### src/sv/frrbs_pkg.sv
`default_nettype none
package frrbs_pkg;

  localparam int MAX_PROCS_DEF  = 16;
  localparam int BURST_BITS_DEF = 16;

  localparam int WAIT_W       = 20;
  localparam int PID_W        = 4;
  localparam int QUANT_W      = 16;
  localparam int BURST_IN_W   = 16;
  localparam int ACT_W        = 2;
  localparam int CFG_IDX_W    = 1;
  localparam int RESULT_LIMIT = 16;

  localparam logic [WAIT_W-1:0] WAIT_MAX = '1;

  localparam logic [ACT_W-1:0] ACT_CLEAR = 2'd0;
  localparam logic [ACT_W-1:0] ACT_LOAD  = 2'd1;
  localparam logic [ACT_W-1:0] ACT_RUN   = 2'd2;

  localparam logic [CFG_IDX_W-1:0] CFG_POLICY  = 1'd0;
  localparam logic [CFG_IDX_W-1:0] CFG_QUANTUM = 1'd1;

  localparam logic [1:0] PM_SCAN = 2'd0;
  localparam logic [1:0] PM_FCFS = 2'd1;
  localparam logic [1:0] PM_RR   = 2'd2;

  typedef struct packed {
    logic [ACT_W-1:0]      action;
    logic [BURST_IN_W-1:0] burst_length;
  } in_req_t;

  typedef struct packed {
    logic [PID_W-1:0]  process_id;
    logic [WAIT_W-1:0] wait_time;
    logic [WAIT_W-1:0] total_elapsed;
    logic              last_report;
    logic              table_empty;
  } out_res_t;

  typedef struct packed {
    logic       start;
    logic       clr_time;
    logic [1:0] mode;
  } pass_cmd_t;

  typedef struct packed {
    logic done;
    logic any_active;
  } pass_sts_t;

endpackage
`default_nettype wire

### src/sv/frrbs_div.sv
`default_nettype none
module frrbs_div #(
  parameter int N = 16,
  parameter int D = 16,
  localparam int CW = $clog2(N + 1)
) (
  input  logic         clk,
  input  logic         rst_n,
  input  logic         start,
  input  logic [N-1:0] dividend,
  input  logic [D-1:0] divisor,
  output logic         done,
  output logic [N-1:0] quotient
);

  logic          busy_r;
  logic          done_r;
  logic [CW-1:0] cnt_r;
  logic [D-1:0]  rem_r;
  logic [N-1:0]  num_r;
  logic [D:0]    trial;
  logic [D:0]    diff;
  logic          fit;

  assign trial = {rem_r, num_r[N-1]};
  assign fit   = trial >= {1'b0, divisor};
  assign diff  = trial - {1'b0, divisor};

  always_ff @(posedge clk) begin
    if (!rst_n) begin
      busy_r <= 1'b0;
      done_r <= 1'b0;
    end else begin
      done_r <= 1'b0;
      if (start) begin
        busy_r <= 1'b1;
      end else if (busy_r && cnt_r == CW'(1)) begin
        busy_r <= 1'b0;
        done_r <= 1'b1;
      end
    end
  end

  always_ff @(posedge clk) begin
    if (start) begin
      num_r <= dividend;
      rem_r <= '0;
      cnt_r <= CW'(N);
    end else if (busy_r) begin
      num_r <= {num_r[N-2:0], fit};
      rem_r <= fit ? diff[D-1:0] : trial[D-1:0];
      cnt_r <= cnt_r - 1'b1;
    end
  end

  assign done     = done_r;
  assign quotient = num_r;

endmodule
`default_nettype wire

### src/sv/frrbs_table.sv
`default_nettype none
module frrbs_table #(
  parameter int MAX_PROCS  = 16,
  parameter int BURST_BITS = 16,
  localparam int IDX_W = (MAX_PROCS > 1) ? $clog2(MAX_PROCS) : 1,
  localparam int CNT_W = $clog2(MAX_PROCS + 1),
  localparam int T_W   = BURST_BITS + CNT_W
) (
  input  logic                             clk,
  input  logic                             rst_n,
  input  logic                             ld_en,
  input  logic [IDX_W-1:0]                 ld_addr,
  input  logic [BURST_BITS-1:0]            ld_burst,
  input  logic [IDX_W-1:0]                 rd_addr,
  output logic [frrbs_pkg::WAIT_W-1:0]     rd_wait,
  input  frrbs_pkg::pass_cmd_t             pass_cmd,
  input  logic [CNT_W-1:0]                 pass_len,
  input  logic [BURST_BITS-1:0]            pass_per,
  input  logic [frrbs_pkg::QUANT_W-1:0]    pass_quantum,
  input  logic [T_W-1:0]                   pass_tadd,
  output frrbs_pkg::pass_sts_t             pass_sts,
  output logic [BURST_BITS-1:0]            min_rem,
  output logic [CNT_W-1:0]                 active_cnt,
  output logic [T_W-1:0]                   elapsed
);
  import frrbs_pkg::*;

  localparam int WORD_W = 2 * BURST_BITS + WAIT_W;
  localparam int CMP_W  = (BURST_BITS > QUANT_W) ? BURST_BITS : QUANT_W;
  localparam int EXT_W  = T_W + WAIT_W;

  logic [WORD_W-1:0] mem_r [MAX_PROCS];
  logic [WORD_W-1:0] q_r;

  logic                  run_r;
  logic [IDX_W-1:0]      idx_r;
  logic [1:0]            mode_r;
  logic [T_W-1:0]        time_r;
  logic [BURST_BITS-1:0] min_r;
  logic [CNT_W-1:0]      act_r;
  logic                  done_r;

  logic                  p0_v_r;
  logic                  p0_last_r;
  logic [IDX_W-1:0]      p0_idx_r;

  logic                  s1_v_r;
  logic                  s1_last_r;
  logic [IDX_W-1:0]      s1_idx_r;
  logic                  s1_act_r;
  logic [BURST_BITS-1:0] s1_rem_r;
  logic [BURST_BITS-1:0] s1_orig_r;
  logic [WAIT_W-1:0]     s1_wait_r;

  logic                  s2_v_r;
  logic                  s2_last_r;
  logic [IDX_W-1:0]      s2_idx_r;
  logic                  s2_act_r;
  logic [BURST_BITS-1:0] s2_amt_r;
  logic [BURST_BITS-1:0] s2_rem_r;
  logic [BURST_BITS-1:0] s2_od_r;
  logic [BURST_BITS-1:0] s2_orig_r;
  logic [WAIT_W-1:0]     s2_wait_r;

  logic [IDX_W-1:0]      rd_sel;
  logic                  issue_last;
  logic [BURST_BITS-1:0] q_orig;
  logic [BURST_BITS-1:0] q_rem;
  logic [WAIT_W-1:0]     q_wait;
  logic [BURST_BITS-1:0] amt;
  logic [EXT_W-1:0]      wait_wide;
  logic [WAIT_W-1:0]     wait_sat;
  logic                  wr_en;
  logic [IDX_W-1:0]      wr_addr;
  logic [WORD_W-1:0]     wr_data;

  assign rd_sel     = run_r ? idx_r : rd_addr;
  assign issue_last = CNT_W'(idx_r) == pass_len - 1'b1;

  assign q_orig = q_r[WORD_W-1 -: BURST_BITS];
  assign q_rem  = q_r[WAIT_W +: BURST_BITS];
  assign q_wait = q_r[WAIT_W-1:0];

  always_comb begin
    case (mode_r)
      PM_FCFS: amt = s1_rem_r;
      PM_RR:   amt = (CMP_W'(s1_rem_r) < CMP_W'(pass_quantum)) ? s1_rem_r
                                                              : BURST_BITS'(pass_quantum);
      default: amt = '0;
    endcase
  end

  assign wait_wide = EXT_W'(time_r - T_W'(s2_od_r));
  assign wait_sat  = (wait_wide > EXT_W'(WAIT_MAX)) ? WAIT_MAX : wait_wide[WAIT_W-1:0];

  always_comb begin
    wr_en   = 1'b0;
    wr_addr = s2_idx_r;
    wr_data = {s2_orig_r, s2_rem_r, (s2_rem_r == '0) ? wait_sat : s2_wait_r};
    if (ld_en) begin
      wr_en   = 1'b1;
      wr_addr = ld_addr;
      wr_data = {ld_burst, ld_burst, {WAIT_W{1'b0}}};
    end else if (s2_v_r && s2_act_r) begin
      wr_en = 1'b1;
    end
  end

  always_ff @(posedge clk) begin
    if (wr_en) begin
      mem_r[wr_addr] <= wr_data;
    end
    q_r <= mem_r[rd_sel];
  end

  always_ff @(posedge clk) begin
    if (!rst_n) begin
      run_r  <= 1'b0;
      p0_v_r <= 1'b0;
      s1_v_r <= 1'b0;
      s2_v_r <= 1'b0;
      done_r <= 1'b0;
    end else begin
      if (pass_cmd.start) begin
        run_r <= 1'b1;
      end else if (run_r && issue_last) begin
        run_r <= 1'b0;
      end
      p0_v_r <= run_r;
      s1_v_r <= p0_v_r;
      s2_v_r <= s1_v_r;
      done_r <= s2_v_r && s2_last_r;
    end
  end

  always_ff @(posedge clk) begin
    if (pass_cmd.start) begin
      idx_r  <= '0;
      mode_r <= pass_cmd.mode;
      time_r <= pass_cmd.clr_time ? '0 : time_r + pass_tadd;
      min_r  <= '1;
      act_r  <= '0;
    end else begin
      if (run_r) begin
        idx_r <= idx_r + 1'b1;
      end
      if (s2_v_r && s2_act_r) begin
        time_r <= time_r + T_W'(s2_amt_r);
        if (s2_rem_r != '0) begin
          act_r <= act_r + 1'b1;
          if (s2_rem_r < min_r) begin
            min_r <= s2_rem_r;
          end
        end
      end
    end

    p0_last_r <= issue_last;
    p0_idx_r  <= idx_r;

    s1_last_r <= p0_last_r;
    s1_idx_r  <= p0_idx_r;
    s1_act_r  <= q_rem != '0;
    s1_rem_r  <= (mode_r == PM_RR) ? q_rem - pass_per : q_rem;
    s1_orig_r <= q_orig;
    s1_wait_r <= q_wait;

    s2_last_r <= s1_last_r;
    s2_idx_r  <= s1_idx_r;
    s2_act_r  <= s1_act_r;
    s2_amt_r  <= amt;
    s2_rem_r  <= s1_rem_r - amt;
    s2_od_r   <= s1_orig_r - amt;
    s2_orig_r <= s1_orig_r;
    s2_wait_r <= s1_wait_r;
  end

  assign rd_wait             = q_wait;
  assign pass_sts.done       = done_r;
  assign pass_sts.any_active = act_r != '0;
  assign min_rem             = min_r;
  assign active_cnt          = act_r;
  assign elapsed             = time_r;

endmodule
`default_nettype wire

### src/sv/fcfs_round_robin_burst_scheduler.sv
`default_nettype none
// Clear and load requests leave busy low; an empty run gives its result in the cycle after
// the request. A first-come-first-serve run makes one table pass before its results stream out
// one per cycle; a round-robin run takes up to n + 1 table passes, computing the quotient
// and products between passes, and its results then stream out the same way.
// The single-port-per-direction table memory sets the one-entry-per-cycle pass rate.
// Reset (synchronous, active low) empties the table and sets round-robin with a quantum of one.
module fcfs_round_robin_burst_scheduler #(
  parameter int MAX_PROCS  = frrbs_pkg::MAX_PROCS_DEF,
  parameter int BURST_BITS = frrbs_pkg::BURST_BITS_DEF,
  localparam int IDX_W = (MAX_PROCS > 1) ? $clog2(MAX_PROCS) : 1,
  localparam int CNT_W = $clog2(MAX_PROCS + 1),
  localparam int T_W   = BURST_BITS + CNT_W
) (
  input  logic                            clk,
  input  logic                            rst_n,
  input  logic                            start,
  output logic                            busy,
  input  frrbs_pkg::in_req_t              in_req,
  output logic                            out_valid,
  output frrbs_pkg::out_res_t             out_res,
  input  logic                            cfg_valid,
  output logic                            cfg_ready,
  input  logic [frrbs_pkg::CFG_IDX_W-1:0] cfg_index,
  input  logic [frrbs_pkg::QUANT_W-1:0]   cfg_data
);
  import frrbs_pkg::*;

  localparam int EXT_W  = T_W + WAIT_W;
  localparam int PROD_W = BURST_BITS + QUANT_W;

  localparam logic [2:0] S_IDLE   = 3'd0;
  localparam logic [2:0] S_PASS   = 3'd1;
  localparam logic [2:0] S_DIV    = 3'd2;
  localparam logic [2:0] S_MUL    = 3'd3;
  localparam logic [2:0] S_TADD   = 3'd4;
  localparam logic [2:0] S_GO     = 3'd5;
  localparam logic [2:0] S_REPORT = 3'd6;
  localparam logic [2:0] S_TAIL   = 3'd7;

  logic [2:0]            state_r, state_nxt;
  logic [CNT_W-1:0]      cnt_r, cnt_nxt;
  logic                  policy_r;
  logic [QUANT_W-1:0]    quantum_r;
  logic [BURST_BITS-1:0] per_r, per_nxt;
  logic [T_W-1:0]        tadd_r, tadd_nxt;
  logic [WAIT_W-1:0]     elapsed_r, elapsed_nxt;
  logic [IDX_W-1:0]      rep_idx_r, rep_idx_nxt;
  logic                  rep_v_r;
  logic                  rep_last_r;
  logic [PID_W-1:0]      rep_pid_r;
  logic                  out_valid_r;
  out_res_t              out_res_r;

  logic                  accept;
  logic                  ld_en;
  logic                  empty_hit;
  logic                  rep_issue;
  logic                  rep_last;
  logic                  div_start;
  logic                  div_done;
  logic [BURST_BITS-1:0] div_q;
  pass_cmd_t             cmd;
  pass_sts_t             sts;
  logic [BURST_BITS-1:0] min_rem;
  logic [CNT_W-1:0]      active_cnt;
  logic [T_W-1:0]        elapsed;
  logic [WAIT_W-1:0]     rd_wait;
  logic [EXT_W-1:0]      elapsed_wide;
  logic [WAIT_W-1:0]     elapsed_sat;
  logic [CNT_W-1:0]      shown;
  logic [PROD_W-1:0]     per_prod;
  logic [T_W-1:0]        tadd_prod;

  assign accept = start && !busy;

  assign elapsed_wide = EXT_W'(elapsed);
  assign elapsed_sat  = (elapsed_wide > EXT_W'(WAIT_MAX)) ? WAIT_MAX
                                                          : elapsed_wide[WAIT_W-1:0];
  assign shown = (32'(cnt_r) > RESULT_LIMIT) ? CNT_W'(RESULT_LIMIT) : cnt_r;

  assign per_prod  = PROD_W'(div_q) * PROD_W'(quantum_r);
  assign tadd_prod = T_W'(per_r) * T_W'(active_cnt);

  always_comb begin
    state_nxt   = state_r;
    cnt_nxt     = cnt_r;
    per_nxt     = per_r;
    tadd_nxt    = tadd_r;
    elapsed_nxt = elapsed_r;
    rep_idx_nxt = rep_idx_r;
    cmd         = '0;
    div_start   = 1'b0;
    ld_en       = 1'b0;
    empty_hit   = 1'b0;
    rep_issue   = 1'b0;
    rep_last    = 1'b0;
    unique case (state_r)
      S_IDLE: begin
        if (accept) begin
          unique case (in_req.action)
            ACT_CLEAR: cnt_nxt = '0;
            ACT_LOAD: begin
              if (cnt_r < CNT_W'(MAX_PROCS)) begin
                ld_en   = 1'b1;
                cnt_nxt = cnt_r + 1'b1;
              end
            end
            ACT_RUN: begin
              if (cnt_r == '0) begin
                empty_hit = 1'b1;
              end else if (!policy_r) begin
                cmd.start    = 1'b1;
                cmd.clr_time = 1'b1;
                cmd.mode     = PM_FCFS;
                per_nxt      = '0;
                state_nxt    = S_PASS;
              end else if (quantum_r == '0) begin
                elapsed_nxt = '0;
                rep_idx_nxt = '0;
                state_nxt   = S_REPORT;
              end else begin
                cmd.start    = 1'b1;
                cmd.clr_time = 1'b1;
                cmd.mode     = PM_SCAN;
                per_nxt      = '0;
                state_nxt    = S_PASS;
              end
            end
            default: ;
          endcase
        end
      end
      S_PASS: begin
        if (sts.done) begin
          if (!policy_r || !sts.any_active) begin
            elapsed_nxt = elapsed_sat;
            rep_idx_nxt = '0;
            state_nxt   = S_REPORT;
          end else begin
            div_start = 1'b1;
            state_nxt = S_DIV;
          end
        end
      end
      S_DIV: begin
        if (div_done) begin
          state_nxt = S_MUL;
        end
      end
      S_MUL: begin
        per_nxt   = per_prod[BURST_BITS-1:0];
        state_nxt = S_TADD;
      end
      S_TADD: begin
        tadd_nxt  = tadd_prod;
        state_nxt = S_GO;
      end
      S_GO: begin
        cmd.start = 1'b1;
        cmd.mode  = PM_RR;
        state_nxt = S_PASS;
      end
      S_REPORT: begin
        rep_issue   = 1'b1;
        rep_last    = CNT_W'(rep_idx_r) == shown - 1'b1;
        rep_idx_nxt = rep_idx_r + 1'b1;
        if (rep_last) begin
          state_nxt = S_TAIL;
        end
      end
      S_TAIL: state_nxt = S_IDLE;
      default: state_nxt = S_IDLE;
    endcase
  end

  always_ff @(posedge clk) begin
    if (!rst_n) begin
      state_r     <= S_IDLE;
      cnt_r       <= '0;
      policy_r    <= 1'b1;
      quantum_r   <= QUANT_W'(1);
      rep_v_r     <= 1'b0;
      out_valid_r <= 1'b0;
    end else begin
      state_r     <= state_nxt;
      cnt_r       <= cnt_nxt;
      rep_v_r     <= rep_issue;
      out_valid_r <= rep_v_r || empty_hit;
      if (cfg_valid && cfg_ready) begin
        unique case (cfg_index)
          CFG_POLICY:  policy_r  <= cfg_data[0];
          CFG_QUANTUM: quantum_r <= cfg_data;
          default: ;
        endcase
      end
    end
  end

  always_ff @(posedge clk) begin
    per_r      <= per_nxt;
    tadd_r     <= tadd_nxt;
    elapsed_r  <= elapsed_nxt;
    rep_idx_r  <= rep_idx_nxt;
    rep_last_r <= rep_last;
    rep_pid_r  <= PID_W'(rep_idx_r);
    if (empty_hit) begin
      out_res_r.process_id    <= '0;
      out_res_r.wait_time     <= '0;
      out_res_r.total_elapsed <= '0;
      out_res_r.last_report   <= 1'b1;
      out_res_r.table_empty   <= 1'b1;
    end else begin
      out_res_r.process_id    <= rep_pid_r;
      out_res_r.wait_time     <= rd_wait;
      out_res_r.total_elapsed <= elapsed_r;
      out_res_r.last_report   <= rep_last_r;
      out_res_r.table_empty   <= 1'b0;
    end
  end

  frrbs_table #(
    .MAX_PROCS  (MAX_PROCS),
    .BURST_BITS (BURST_BITS)
  ) u_table (
    .clk          (clk),
    .rst_n        (rst_n),
    .ld_en        (ld_en),
    .ld_addr      (IDX_W'(cnt_r)),
    .ld_burst     (BURST_BITS'(in_req.burst_length)),
    .rd_addr      (rep_idx_r),
    .rd_wait      (rd_wait),
    .pass_cmd     (cmd),
    .pass_len     (cnt_r),
    .pass_per     (per_r),
    .pass_quantum (quantum_r),
    .pass_tadd    (tadd_r),
    .pass_sts     (sts),
    .min_rem      (min_rem),
    .active_cnt   (active_cnt),
    .elapsed      (elapsed)
  );

  frrbs_div #(
    .N (BURST_BITS),
    .D (QUANT_W)
  ) u_div (
    .clk      (clk),
    .rst_n    (rst_n),
    .start    (div_start),
    .dividend (min_rem - 1'b1),
    .divisor  (quantum_r),
    .done     (div_done),
    .quotient (div_q)
  );

  assign busy      = state_r != S_IDLE;
  assign cfg_ready = state_r == S_IDLE;
  assign out_valid = out_valid_r;
  assign out_res   = out_res_r;

endmodule
`default_nettype wire

### config.mk
export PLATFORM = sky130hd
export DESIGN_NAME = fcfs_round_robin_burst_scheduler
export DESIGN_NICKNAME = d
export VERILOG_FILES = /design/src/sv/frrbs_pkg.sv /design/src/sv/frrbs_div.sv /design/src/sv/frrbs_table.sv /design/src/sv/fcfs_round_robin_burst_scheduler.sv
export SDC_FILE = /design/constraint.sdc
export NUM_CORES = 2
export LEC_CHECK = 0
export ABC_CLOCK_PERIOD_IN_PS = 8500
export BUFFER_PORTS_ARGS = -buffer_cell sky130_fd_sc_hd__buf_2
export CAP_MARGIN = 20
export CORE_MARGIN = 4
export CORE_UTILIZATION = 45
export DETAILED_ROUTE_END_ITERATION = 8
export SETUP_SLACK_MARGIN = 0.2
export SKIP_LAST_GASP = 1
export SLEW_MARGIN = 20
export SYNTH_ARGS = -nofsm -noshare
export SYNTH_HDL_FRONTEND = slang
export SYNTH_SLANG_ARGS = --single-unit
### constraint.sdc
create_clock -name clk -period 8.5 [get_ports clk]
set_input_delay 0.85 -clock clk [delete_from_list [all_inputs] [get_ports clk]]
set_output_delay 0.85 -clock clk [all_outputs]
set_load 0.03 [all_outputs]
==> results.sh <==
export IMPL_synth_nets=4645
export IMPL_fp_row_count=131
export IMPL_antenna_found_initial=0
export IMPL_whs_endpoint="u_table.s1_orig_r[13]$_DFF_P_"
export IMPL_routabilityCongestion=0.8716
export IMPL_r2r_slack_ns=2.86
export IMPL_cp_end_kind="register"
export IMPL_slew_viol_final=0
export IMPL_met1_usage_pct=29.16
export IMPL_vias_per_cell=5.563
export IMPL_clock_path_buffers=3
export IMPL_status="finished, final reports clean"
export IMPL_top_usage_layer="met2"
export IMPL_setup_tns_ns=0
export IMPL_grt_pass1_wl_mm=218.3
export IMPL_powerDensity_nw_per_um2=284.8
export IMPL_crit_path_start_kind="register"
export IMPL_syn_avg_cell_area_um2=13.64
export IMPL_synthCells=4243
export IMPL_numCtsBuffers=133
export IMPL_crit_arrival_ns=6.12
export IMPL_final_cell_mix="edfxtp_1 (932), nand2_1 (418), dfxtp_1 (336)"
export IMPL_synth_top_cell_by_area="edfxtp_1"
export IMPL_place_hpwl_mm=90.84
export IMPL_num_io_pins=88
export IMPL_mostFrequentLayoutCell="edfxtp_1"
export IMPL_firstDrtPassIters=8
export IMPL_yosys_area_top_type_share_pct=48.35
export IMPL_postCtsHoldBufs=0
export IMPL_drv_cap=0
export IMPL_crit_top_cell="fa_1"
export IMPL_hold_ws_ns=0.3207
export IMPL_slew_headroom_pct=24.32
export IMPL_post_cts_setup_buffers=0
export IMPL_core_um2=127700
export IMPL_p_leak_nw=24.18
export IMPL_nets=4746
export IMPL_ys_types=89
export IMPL_place_area_um2=60320
export IMPL_cts_sinks=1268
export IMPL_drc=0
export IMPL_path_clk_slew_ns=0.06
export IMPL_grt_max_degree=118
export IMPL_setup_viol_count_final=0
export IMPL_seq_area_um2=34710
export IMPL_synthFlopType="edfxtp_1"
export IMPL_period_needed_ns=5.638
export IMPL_cpPeakStageDelay_ns=0.84
export IMPL_yosysSeqAreaShare_pct=59.98
export IMPL_grtUsageMet2_pct=35.81
export IMPL_critPathKind="register to register"
export IMPL_io_buffers=87
export IMPL_netlist_area_um2=57880
export IMPL_area_growth_pct=11.96
export IMPL_final_layout_size_suffix_gt1_share_pct=14.38
export IMPL_cts_resized_gates=0
export IMPL_clkPwrFrac_pct=31.4
export IMPL_rr_startpoint="quantum_r[2]$_SDFFE_PN0P_"
export IMPL_nFillCells=10740
export IMPL_root_buffer="clkbuf_16"
export IMPL_holdPathStages=0
export IMPL_die_h_um=366.6
export IMPL_initialDrtViolationCount=2604
export IMPL_dp_slack_ns=2.901
export IMPL_ys_ff_latch=1268
export IMPL_finalCritPeriodShare_pct=66.33
export IMPL_clock_latency_ns=0.76
export IMPL_p_switching_mw=5.687
export IMPL_peakVddDrop_uv=416.8
export IMPL_grtUsageMet3_pct=3.500
export IMPL_h_tree_depth=4
export IMPL_crit_fanout=18
export IMPL_crit_required_ns=8.98
export IMPL_grt_ovfl_total=0
export IMPL_grt_pass1_vias=34730
export IMPL_yosys_top_cells_area="edfxtp_1 (48%), dfxtp_1 (12%), mux4_2 (8.1%)"
export IMPL_hold_viol_final=0
export IMPL_initial_utilization_pct=45.33
export IMPL_rsz0062_at_grt="false"
export IMPL_fp_dieW_um=366.6
export IMPL_clock_fmax_ghz=0.1774
export IMPL_r2r_end="per_r[14]$_SDFFCE_PN0P_"
export IMPL_fin_skew_ns=0.02858
export IMPL_power_frac_seq_pct=41.3
export IMPL_vias=34010
export IMPL_fin_area_um2=64800
export IMPL_cts_tree="yes"
export IMPL_synth_edf_count=932
export IMPL_async_reset_ff_share_pct=0
export IMPL_grtUsageTotal_pct=21.49
export IMPL_path_cells="nand2_1 -> fa_1 -> fa_1 -> inv_1 -> fa_1 -> inv_1 -> fa_1 -> fa_1 -> fa_1 -> inv_1 -> ha_1 -> and3_1 -> a21oi_1 -> o21ai_0 -> o211ai_1 -> xor2_1 -> nor2_1"
export IMPL_slowest_stage="dfxtp_1"
export IMPL_tightest_slew_ns=1.135
export IMPL_hold_path_class="register to register"
export IMPL_p_sw_share_pct=30.81
export IMPL_min_from="u_table.q_r[49]$_DFF_P_"
export IMPL_r2r_worst_path_cells=17
export IMPL_drtAntennaViolNets=0
export IMPL_multi_input_area_um2=21620
export IMPL_die_area_um2=134400
export IMPL_synth_warnings=0
export IMPL_power_internal_mw=12.77
export IMPL_combPwrFrac_pct=27.3
export IMPL_antenna_cells=0
export IMPL_cp_startpoint="quantum_r[2]$_SDFFE_PN0P_"
export IMPL_wirelength_mm=144.5
export IMPL_layout_setup_ws_ns=2.862
export IMPL_wl_per_cell_um=23.63
power by group through the flow:
stage	Sequential, mW	Clock, mW	Combinational, mW
2_1_floorplan	7.58	0	3.82
3_3_place_gp	7.75	0	5.00
3_5_place_dp	7.75	0	5.04
4_1_cts	7.62	5.92	5.10
5_1_grt	7.65	6.17	5.78
6_report	7.62	5.80	5.03
critical path, delay by kind of cell, from the launching register on:
kind,cells,cell delay [ns]
AOI/OAI and AO/OA,3,0.44
DFF,1,0.84
xor gates and xnor gates,1,0.16
and+or+nand+nor,3,0.41
buffers and inverters,3,0.14
adders and majority gates,7,3.37
metrics by stage:
stage	power [mW]	util, %	instances
3_5_place_dp	12.79	47.24	5869
3_3_place_gp	12.75	47.23	5868
6_report	18.46	50.75	6113
4_1_cts	18.64	50.67	6111
5_1_grt	19.61	50.75	6113
2_1_floorplan	11.40	-	4243
per-layer routing:
layer | up-vias | routed length, um
li1 | 15680 | -
met1 | 17300 | 62900
met2 | 854 | 69870
met3 | 179 | 8140
met4 | 0 | 3558
met5 | - | 0
worst max path at each step:
stage                              end  slack (ns)  depth (start not counted)
2_1_floorplan  per_r[14]$_SDFFCE_PN0P_        3.08                         19
3_3_place_gp   per_r[14]$_SDFFCE_PN0P_        2.86                         17
3_5_place_dp   per_r[14]$_SDFFCE_PN0P_        2.90                         17
4_1_cts        per_r[14]$_SDFFCE_PN0P_        2.86                         17
5_1_grt        per_r[14]$_SDFFCE_PN0P_        2.59                         17
6_report       per_r[14]$_SDFFCE_PN0P_        2.86                         17
cell type report:
cell class / count / area share [%]
Timing Repair Buffer: 140 / 1.373
Clock inverter: 55 / 0.8920
Tap cell: 1662 / 3.209
Sequential cell: 1268 / 53.57
Inverter: 298 / 1.726
Clock buffer: 187 / 5.868
Multi-Input combinational cell: 2503 / 33.36
logic make-up after synthesis:
family                     share of synthesized area (%)
xor gates and xnor gates                           2.784
muxes                                              8.621
and+or+nand+nor                                    9.110
DFF                                                59.98
adders and majority gates                          9.520
buffers and inverters                              3.152
AOI/OAI and AO/OA                                  6.838
registers in the layout, summed over array words and instances (netlist names), 20 cells and up:
register           flops
elapsed_r             20
u_table.mem_r        832
out_res               46
u_table.elapsed       21
tadd_r                21
u_table.s1_wait_r     20
u_table.s2_wait_r     20
u_table.q_r           52
synth_stat cells, drive strengths merged (53+ instances only):
cell type,number
a31oi,72
a21oi,150
nand3,62
ha,234
clkbuf,124
and2,162
nor2,196
a211oi,67
nor3,53
edfxtp,932
nor2b,67
dfxtp,336
inv,295
mux4,208
o21ai,142
xor2,64
nand2,419
xnor2,120
fa,129
Note: power is estimated with default switching activity, not from simulation.
